<file path="config.mk">
export PLATFORM = sky130hd
export DESIGN_NAME = thumb_move_and_status_execute_core
export DESIGN_NICKNAME = d
export VERILOG_FILES = /design/src/sv/tmse_pkg.sv /design/src/sv/thumb_move_and_status_execute_core.sv /design/src/sv/tmse_rf.sv /design/src/sv/tmse_exec.sv
export SDC_FILE = /design/constraint.sdc
export NUM_CORES = 1
export LEC_CHECK = 0
export ABC_AREA = 1
export BUFFER_PORTS_ARGS = -buffer_cell sky130_fd_sc_hd__buf_4
export CORE_MARGIN = 2
export CORE_UTILIZATION = 62
export DETAILED_ROUTE_END_ITERATION = 16
export PLACE_DENSITY = 0.8
export SLEW_MARGIN = 5
export SYNTH_ARGS = -nofsm -noshare
export SYNTH_HDL_FRONTEND = slang
export SYNTH_HIERARCHICAL = 1
export SYNTH_SLANG_ARGS = --single-unit
</file>
<file path="constraint.sdc">
create_clock -name clk -period 7.8 [get_ports clk]
set_input_delay 0.39 -clock clk [delete_from_list [all_inputs] [get_ports clk]]
set_output_delay 0.39 -clock clk [all_outputs]
set_load 0.005 [all_outputs]
</file>
<file path="src/sv/tmse_pkg.sv">
`default_nettype none
package tmse_pkg;

  typedef enum logic [1:0] {
    ST_DONE    = 2'd0,
    ST_UNPRED  = 2'd1,
    ST_NOTIMPL = 2'd2,
    ST_NODEC   = 2'd3
  } status_t;

  typedef enum logic [3:0] {
    OP_NONE    = 4'd0,
    OP_MRS     = 4'd1,
    OP_MSR     = 4'd2,
    OP_MOVI_T2 = 4'd3,
    OP_MOVW    = 4'd4,
    OP_MOVT    = 4'd5,
    OP_MOVI_T1 = 4'd6,
    OP_MOVR_T1 = 4'd7,
    OP_MOVR_T2 = 4'd8
  } op_t;

  localparam int unsigned NREGS  = 16;
  localparam int unsigned RIDX_W = 4;
  localparam int unsigned FLAG_W = 5;

  localparam logic [RIDX_W-1:0] REG_SP = 4'd13;
  localparam logic [RIDX_W-1:0] REG_PC = 4'd15;

  typedef struct packed {
    logic        mode;
    logic [31:0] instr;
    logic        in_it_block;
    logic        last_in_it_block;
    logic [8:0]  ipsr_value;
    logic [31:0] pc_value;
  } req_t;

  typedef struct packed {
    logic [1:0]        status;
    logic              reg_written;
    logic [RIDX_W-1:0] dest_index;
    logic [31:0]       dest_value;
    logic [FLAG_W-1:0] flags_out;
  } rsp_t;

  function automatic logic bits_match(logic [31:0] w, logic [31:0] ones, logic [31:0] zeros);
    return ((w & ones) == ones) && ((w & zeros) == 32'h0);
  endfunction

  function automatic logic bad_reg(logic [RIDX_W-1:0] r);
    return (r == REG_SP) || (r == REG_PC);
  endfunction

  function automatic op_t decode_op(logic mode, logic [31:0] w);
    logic [31:0] h;
    op_t         op;
    h  = {16'h0, w[15:0]};
    op = OP_NONE;
    if (mode) begin
      if (bits_match(w, 32'hf3ef8000, 32'h0c107000))      op = OP_MRS;
      else if (bits_match(w, 32'hf3808000, 32'h0c707300)) op = OP_MSR;
      else if (bits_match(w, 32'hf04f0000, 32'h0ba08000)) op = OP_MOVI_T2;
      else if (bits_match(w, 32'hf2400000, 32'h09b08000)) op = OP_MOVW;
      else if (bits_match(w, 32'hf2c00000, 32'h09308000)) op = OP_MOVT;
    end else begin
      if (bits_match(h, 32'h00002000, 32'h0000d800))      op = OP_MOVI_T1;
      else if (bits_match(h, 32'h00004600, 32'h0000b900)) op = OP_MOVR_T1;
      else if ((h & 32'h0000ffc0) == 32'h0)               op = OP_MOVR_T2;
    end
    return op;
  endfunction

  // Register-file source for the one read each instruction may need.
  function automatic logic [RIDX_W-1:0] src_index(op_t op, logic [31:0] w);
    logic [RIDX_W-1:0] s;
    unique case (op)
      OP_MSR:     s = w[19:16];
      OP_MOVT:    s = w[11:8];
      OP_MOVR_T1: s = w[6:3];
      OP_MOVR_T2: s = {1'b0, w[5:3]};
      default:    s = '0;
    endcase
    return s;
  endfunction

endpackage
`default_nettype wire

</file>
<file path="src/sv/thumb_move_and_status_execute_core.sv">
`default_nettype none
// Channel  | valid        | ready        | payload
// ---------+--------------+--------------+------------------------
// request  | item_valid   | item_ready   | item   (tmse_pkg::req_t)
// result   | result_valid | result_ready | result (tmse_pkg::rsp_t)
//
// One request per cycle while the result side is not stalled.
// Accept edge reads the source register from the synchronous register file;
// when the execute stage advances, it writes the register file and flags and
// loads the output register. A write that lands on the read edge of the next request
// is forwarded. Reset clears the flags and the register-file valid bits.
// A stalled result holds the execute stage, which holds the request side.
module thumb_move_and_status_execute_core (
  input  wire logic           clk,
  input  wire logic           rst,
  input  wire logic           item_valid,
  output logic                item_ready,
  input  wire tmse_pkg::req_t item,
  output logic                result_valid,
  input  wire logic           result_ready,
  output tmse_pkg::rsp_t      result
);
  import tmse_pkg::*;

  logic              s1_valid;
  req_t              s1_req;
  logic              s1_adv;
  logic              accept;
  logic [31:0]       rf_rdata;
  logic [FLAG_W-1:0] flags;
  rsp_t              ex_rsp;
  logic              commit;

  assign s1_adv     = s1_valid && (!result_valid || result_ready);
  assign item_ready = !s1_valid || s1_adv;
  assign accept     = item_valid && item_ready;
  assign commit     = s1_adv && (ex_rsp.status == ST_DONE);

  tmse_rf u_rf (
    .clk     (clk),
    .rst     (rst),
    .rd_en   (accept),
    .rd_addr (src_index(decode_op(item.mode, item.instr), item.instr)),
    .rd_data (rf_rdata),
    .wr_en   (commit && ex_rsp.reg_written),
    .wr_addr (ex_rsp.dest_index),
    .wr_data (ex_rsp.dest_value)
  );

  tmse_exec u_exec (
    .req     (s1_req),
    .operand (rf_rdata),
    .flags   (flags),
    .rsp     (ex_rsp)
  );

  always_ff @(posedge clk) begin
    if (rst) begin
      s1_valid     <= 1'b0;
      result_valid <= 1'b0;
      flags        <= '0;
    end else begin
      if (accept) begin
        s1_valid <= 1'b1;
      end else if (s1_adv) begin
        s1_valid <= 1'b0;
      end
      if (s1_adv) begin
        result_valid <= 1'b1;
      end else if (result_ready) begin
        result_valid <= 1'b0;
      end
      if (commit) begin
        flags <= ex_rsp.flags_out;
      end
    end
  end

  always_ff @(posedge clk) begin
    if (accept) begin
      s1_req <= item;
    end
    if (s1_adv) begin
      result <= ex_rsp;
    end
  end

  a_wr_only_done: assert property (@(posedge clk) disable iff (rst)
    (s1_valid && ex_rsp.reg_written) |-> (ex_rsp.status == ST_DONE))
    else $error("register write without done status");

  a_flags_hold: assert property (@(posedge clk) disable iff (rst)
    !commit |=> $stable(flags))
    else $error("flags changed without a completed instruction");

  a_stage_block: assert property (@(posedge clk) disable iff (rst)
    (s1_valid && !s1_adv) |-> !item_ready)
    else $error("request taken while execute stage is blocked");

  a_no_write_zero: assert property (@(posedge clk) disable iff (rst)
    (result_valid && !result.reg_written) |->
      (result.dest_index == '0 && result.dest_value == 32'h0))
    else $error("destination fields set without a register write");

  a_reset_empty: assert property (@(posedge clk)
    rst |=> (!s1_valid && !result_valid))
    else $error("pipeline not empty after reset");

endmodule
`default_nettype wire

</file>
<file path="src/sv/tmse_rf.sv">
`default_nettype none
module tmse_rf (
  input  wire logic                       clk,
  input  wire logic                       rst,
  input  wire logic                       rd_en,
  input  wire logic [tmse_pkg::RIDX_W-1:0] rd_addr,
  output logic [31:0]                     rd_data,
  input  wire logic                       wr_en,
  input  wire logic [tmse_pkg::RIDX_W-1:0] wr_addr,
  input  wire logic [31:0]                wr_data
);
  import tmse_pkg::*;

  logic [31:0]      mem [NREGS];
  logic [NREGS-1:0] vld;
  logic [31:0]      mem_q;
  logic             vld_q;
  logic             fwd_hit;
  logic [31:0]      fwd_data;

  always_ff @(posedge clk) begin
    if (wr_en) begin
      mem[wr_addr] <= wr_data;
    end
    if (rd_en) begin
      mem_q    <= mem[rd_addr];
      fwd_data <= wr_data;
    end
  end

  // Valid bits stand in for the zero reset of the array.
  always_ff @(posedge clk) begin
    if (rst) begin
      vld     <= '0;
      vld_q   <= 1'b0;
      fwd_hit <= 1'b0;
    end else begin
      if (wr_en) begin
        vld[wr_addr] <= 1'b1;
      end
      if (rd_en) begin
        vld_q   <= vld[rd_addr];
        fwd_hit <= wr_en && (wr_addr == rd_addr);
      end
    end
  end

  // Write landing on the read edge: take the written value.
  assign rd_data = fwd_hit ? fwd_data : (vld_q ? mem_q : 32'h0);

endmodule
`default_nettype wire

</file>
<file path="src/sv/tmse_exec.sv">
`default_nettype none
module tmse_exec (
  input  wire tmse_pkg::req_t              req,
  input  wire logic [31:0]                 operand,
  input  wire logic [tmse_pkg::FLAG_W-1:0] flags,
  output tmse_pkg::rsp_t                   rsp
);
  import tmse_pkg::*;

  op_t               op;
  logic [31:0]       w;
  logic [7:0]        sysm;
  logic [4:0]        grp;
  logic [RIDX_W-1:0] rd;
  logic [1:0]        mask;
  logic [11:0]       imm12;
  logic [15:0]       imm16;
  logic [7:0]        b;
  logic [31:0]       rot_src;
  logic [63:0]       rot_dbl;
  logic [31:0]       opnd;
  status_t           st;
  logic              wr;
  logic [RIDX_W-1:0] dst;
  logic [31:0]       val;
  logic [FLAG_W-1:0] nflags;
  logic              c;

  assign w     = req.instr;
  assign op    = decode_op(req.mode, w);
  assign sysm  = w[7:0];
  assign grp   = sysm[7:3];
  assign mask  = w[11:10];
  assign b     = w[7:0];
  assign imm12 = {w[26], w[14:12], w[7:0]};
  assign imm16 = {w[19:16], w[26], w[14:12], w[7:0]};
  assign rot_src = {24'h0, 1'b1, imm12[6:0]};
  assign rot_dbl = {rot_src, rot_src} >> imm12[11:7];
  assign opnd  = (op == OP_MOVR_T1 && w[6:3] == REG_PC) ? req.pc_value : operand;

  always_comb begin
    st     = ST_NODEC;
    wr     = 1'b0;
    rd     = '0;
    val    = 32'h0;
    nflags = flags;
    c      = flags[2];
    unique case (op)
      OP_MRS: begin
        rd = w[11:8];
        if (bad_reg(rd)) begin
          st = ST_UNPRED;
        end else if (grp == 5'd0) begin
          if (sysm[0]) val = val | {23'h0, req.ipsr_value};
          if (!sysm[2]) val = val | {flags, 27'h0};
          st = ST_DONE;
          wr = 1'b1;
        end else if (grp <= 5'd2) begin
          st = ST_NOTIMPL;
        end else begin
          st = ST_UNPRED;
        end
      end
      OP_MSR: begin
        if (mask == 2'd0 || (mask != 2'd2 && sysm > 8'd3)) begin
          st = ST_UNPRED;
        end else if (bad_reg(w[19:16])) begin
          st = ST_UNPRED;
        end else if (grp == 5'd0) begin
          st = ST_DONE;
          if (!sysm[2]) begin
            if (mask[0]) st = ST_UNPRED;
            else nflags = {opnd[31:28], flags[0]};
          end
        end else if (grp <= 5'd2) begin
          st = ST_NOTIMPL;
        end else begin
          st = ST_UNPRED;
        end
      end
      OP_MOVI_T2: begin
        rd = w[11:8];
        st = ST_DONE;
        if (imm12[11:10] == 2'd0) begin
          unique case (imm12[9:8])
            2'd0:    val = {24'h0, b};
            2'd1:    val = {8'h0, b, 8'h0, b};
            2'd2:    val = {b, 8'h0, b, 8'h0};
            default: val = {b, b, b, b};
          endcase
          if (imm12[9:8] != 2'd0 && b == 8'h0) st = ST_UNPRED;
        end else begin
          val = rot_dbl[31:0];
          c   = rot_dbl[31];
        end
        if (st == ST_DONE && bad_reg(rd)) st = ST_UNPRED;
        if (st == ST_DONE) begin
          wr = 1'b1;
          if (w[20]) nflags = {val[31], val == 32'h0, c, flags[1:0]};
        end
      end
      OP_MOVW: begin
        rd = w[11:8];
        if (bad_reg(rd)) begin
          st = ST_UNPRED;
        end else begin
          val = {16'h0, imm16};
          wr  = 1'b1;
          st  = ST_DONE;
        end
      end
      OP_MOVT: begin
        rd = w[11:8];
        if (bad_reg(rd)) begin
          st = ST_UNPRED;
        end else begin
          val = {imm16, opnd[15:0]};
          wr  = 1'b1;
          st  = ST_DONE;
        end
      end
      OP_MOVI_T1: begin
        rd  = {1'b0, w[10:8]};
        val = {24'h0, w[7:0]};
        wr  = 1'b1;
        st  = ST_DONE;
        if (!req.in_it_block) nflags = {val[31], val == 32'h0, flags[2:0]};
      end
      OP_MOVR_T1: begin
        rd = {w[7], w[2:0]};
        if (rd == REG_PC && req.in_it_block && !req.last_in_it_block) begin
          st = ST_UNPRED;
        end else if (rd == REG_PC) begin
          st = ST_NOTIMPL;
        end else begin
          val = opnd;
          wr  = 1'b1;
          st  = ST_DONE;
        end
      end
      OP_MOVR_T2: begin
        if (req.in_it_block) begin
          st = ST_UNPRED;
        end else begin
          rd     = {1'b0, w[2:0]};
          val    = opnd;
          wr     = 1'b1;
          st     = ST_DONE;
          nflags = {val[31], val == 32'h0, flags[2:0]};
        end
      end
      default: begin
        st = ST_NODEC;
      end
    endcase
  end

  // Drop every effect unless the instruction completes.
  always_comb begin
    dst = rd;
    if (st != ST_DONE || !wr) begin
      dst = '0;
    end
    rsp.status      = st;
    rsp.reg_written = (st == ST_DONE) && wr;
    rsp.dest_index  = rsp.reg_written ? dst : '0;
    rsp.dest_value  = rsp.reg_written ? val : 32'h0;
    rsp.flags_out   = (st == ST_DONE) ? nflags : flags;
  end

endmodule
`default_nettype wire

</file>
==> results.json <==
{
  "status": "finished clean",
  "worst_pin_slew_ns": 1.345,
  "grt_max_degree": 153,
  "setup_viol": 0,
  "drc": 0,
  "ys_seq_elements": 721,
  "antenna_cells": 0,
  "slowest_stage": "nor2_4",
  "slew_headroom": 0.1014,
  "min_from": "item[75]",
  "hp-class": "in2reg",
  "syn_avg_cell_area_um2": 11.03,
  "antenna_found_initial": 4,
  "core_area_um2": 49150,
  "r2r_cells": 18,
  "grt-ovfl-total": 0,
  "setup-tns-final_ns": 0,
  "synth-simple-area-share": 0.1621,
  "dr.pass1.iters": 6,
  "gp_congestion": 1.016,
  "timing.fmax_ghz": 0.1649,
  "fillers": 3202,
  "drtIter0Drc": 4256,
  "cp_common_cell": "nand2_1",
  "area_growth_pct": 14.99,
  "worstPathArrival_ns": 6.28,
  "yosys.area.top_type": "edfxtp_1",
  "cts_sinks": 721,
  "cp.required_ns": 8.02,
  "ys.flop_type": "edfxtp_1",
  "synth.most_common_cell": "edfxtp_1",
  "clk_pin_slew_ns": 0.06,
  "crit_start": "s1_req[50]$_DFFE_PP_",
  "placed_area_um2": 32580,
  "crit_type": "reg2reg",
  "routed_via_density": 6.467,
  "syn_nets": 2895,
  "start_kind": "register",
  "dieArea_um2": 51870,
  "reg2reg_to": "u_rf/mem[6][23]$_DFFE_PP_",
  "cts_tree": "yes",
  "num_vias": 23857,
  "synth_area_um2": 31040,
  "fin_nets": 3046,
  "post-cts-setup-buffer-count": 0,
  "post-route-cell-area_um2": 35690,
  "yosysWarnings": 6,
  "drv_slew": 0,
  "wl_per_cell_um": 25.34,
  "yosysSeqAreaShare": 0.6895,
  "synth-edff-count": 696,
  "first_global_vias": 22391,
  "cp_max_fo": 33,
  "io_pins": 126,
  "drive_gt1_frac": 0.1068,
  "leakage_nw": 11.95,
  "dpl_worst_slack_ns": 2.019,
  "drv_cap": 0,
  "finalCritPeriodShare": 0.7773,
  "h-tree-depth": 3,
  "cpPeakStageDelay_ns": 1.15,
  "powerDensity_nw_per_um2": 226.1,
  "track_usage": 0.3585,
  "die_w_um": 227.8,
  "synth_compound_area_frac": 0.1046,
  "syn_inst": 2815,
  "reg2reg_slack_ns": 1.74,
  "fp-row-count": 81,
  "synth_mux_area_frac": 0,
  "ant_nets": 0,
  "dieHeight_um": 227.8,
  "clockBufferDepth": 3,
  "whs_endpoint": "s1_req[75]$_DFFE_PP_",
  "synth_top_family_by_area": "simple AND/OR/NAND/NOR gates",
  "port_buffers": 125,
  "synth.top_cell.area_share": 0.6733,
  "end_kind": "register",
  "synthXorXnorAreaFrac": 0.0002822,
  "clk_latency_ns": 0.64,
  "yosys.area_share.adder": 0,
  "rsz0062_at_grt": "false",
  "grt_pass1_wl_um": 139000,
  "synth_area_leaders": "edfxtp_1, nor2_1, nand2_1",
  "cp_cell_sequence": "inv_1 -> nand2_1 -> nor3_1 -> nand4_1 -> nand3_1 -> inv_1 -> nand2_1 -> buf_4 -> inv_2 -> nand2_1 -> nand3_1 -> nor2_1 -> nand2_1 -> nor2_1 -> nand2_1 -> nor2_1 -> nand3_1 -> nor2_4",
  "dp_hpwl_um": 56530,
  "hold_viol_final": 0,
  "ir_drop_v": 0.0002078,
  "min_path_cells": 1,
  "setup_ws_ns": 1.737,
  "fin_skew_ns": 0.04108,
  "synth.distinct_cells": 42,
  "totalWireLength_um": 93490,
  "synth_common_cells": "edfxtp_1, nor2_1, nand2_1",
  "ys_async_sr_fraction": 0,
  "initial_core_util": 0.6315,
  "cts_made_buffers": 72,
  "rr_startpoint": "s1_req[50]$_DFFE_PP_",
  "cts_root_buffer": "clkbuf_16",
  "finalCriticalPeriod_ns": 6.063
}
==> where the power goes <==
part / total (mW) / internal, mW / switching (mW)
Combinational: 0.318 / 0.110 / 0.209
Sequential: 4.28 / 4.25 / 0.0339
Clock: 3.47 / 1.99 / 1.48
==> worst max path at each step <==
stage                                     end  slack [ns]  depth (start not counted)
finish              u_rf/mem[6][23]$_DFFE_PP_        1.74                         18
floorplan           u_rf/mem[12][0]$_DFFE_PP_        2.04                          8
detailed placement  u_rf/mem[4][26]$_DFFE_PP_        2.02                         18
CTS                 u_rf/mem[6][17]$_DFFE_PP_        1.95                         18
global route        u_rf/mem[6][10]$_DFFE_PP_        1.33                         18
global placement    u_rf/mem[4][23]$_DFFE_PP_        2.22                         18
==> stage by stage <==
step                total power, mW  hold slack [ns]  utilization  std cells
floorplan                     4.504           0.4402            -       2815
global placement              4.630           0.4488       0.6628       3481
detailed placement            4.631           0.4666       0.6628       3481
CTS                           8.063         0.004888       0.7261       3689
global route                  8.264          0.01345       0.7261       3689
finish                        8.068          0.03923       0.7261       3689
==> sequential cells by signal, indices dropped and copies added (netlist names), 5 cells and up <==
| signal | flops |
|---|---|
| u_rf/mem | 512 |
| s1_req | 76 |
| result | 44 |
| u_rf/fwd_data | 32 |
| u_rf/mem_q | 32 |
| u_rf/vld | 16 |
| flags | 5 |
==> cells by family (layout without fill, tap and decap cells) <==
group | after synthesis | after routing
buffers and inverters | 329 | 539
AO/OA/AOI/OAI | 552 | 552
AND/OR/NAND/NOR | 1212 | 1212
flip-flops | 721 | 721
XOR/XNOR | 1 | 1
==> final cells by class <==
cell class	count	area [µm²]	share of cell area
timing repair buffer	233	1962	0.05497
clock inverter	34	344.1	0.009640
tap	664	830.8	0.02328
inverter	173	659.4	0.01847
sequential	721	21400	0.5996
multi-input combinational	1765	8478	0.2375
clock buffer	99	2017	0.05651
==> timing repair <==
action	CTS	global route
hold buffers	75	0
endpoints found under the hold margin	75	0
resized for setup	0	0
==> worst max-delay path: cells and delay by family (launching register included) <==
| kind | cells | cell delay, ns |
|---|---|---|
| buffers and inverters | 4 | 0.91 |
| DFF | 1 | 0.69 |
| and+or+nand+nor | 14 | 4.02 |
==> layer usage <==
layer	up-vias	routed length (µm)	GRT usage
met5	-	32	0
met4	4	4000	0.1445
met3	282	11540	0.08804
met2	1760	43210	0.5509
met1	11521	34710	0.4971
li1	10290	-	-
==> cell usage in the layout (no fill, tap or decap), types with 19 or more instances in the layout <==
| cell | Yosys | layout |
|---|---|---|
| clkbuf_1 | 76 | 19 |
| nor2_1 | 555 | 534 |
| a21oi_1 | 54 | 49 |
| inv_1 | 166 | 163 |
| o22ai_1 | 30 | 30 |
| dfxtp_1 | 25 | 25 |
| nand4_1 | 43 | 43 |
| clkbuf_16 | 0 | 75 |
| dlygate4sd3_1 | 0 | 75 |
| nand2_1 | 382 | 379 |
| edfxtp_1 | 696 | 696 |
| nor2_4 | 4 | 20 |
| buf_4 | 6 | 156 |
| o211ai_1 | 124 | 124 |
| o21ai_0 | 257 | 257 |
| o21ai_1 | 37 | 37 |
| nand3_1 | 191 | 190 |
| a31oi_1 | 22 | 22 |
Power figures use the tool's default switching activity.
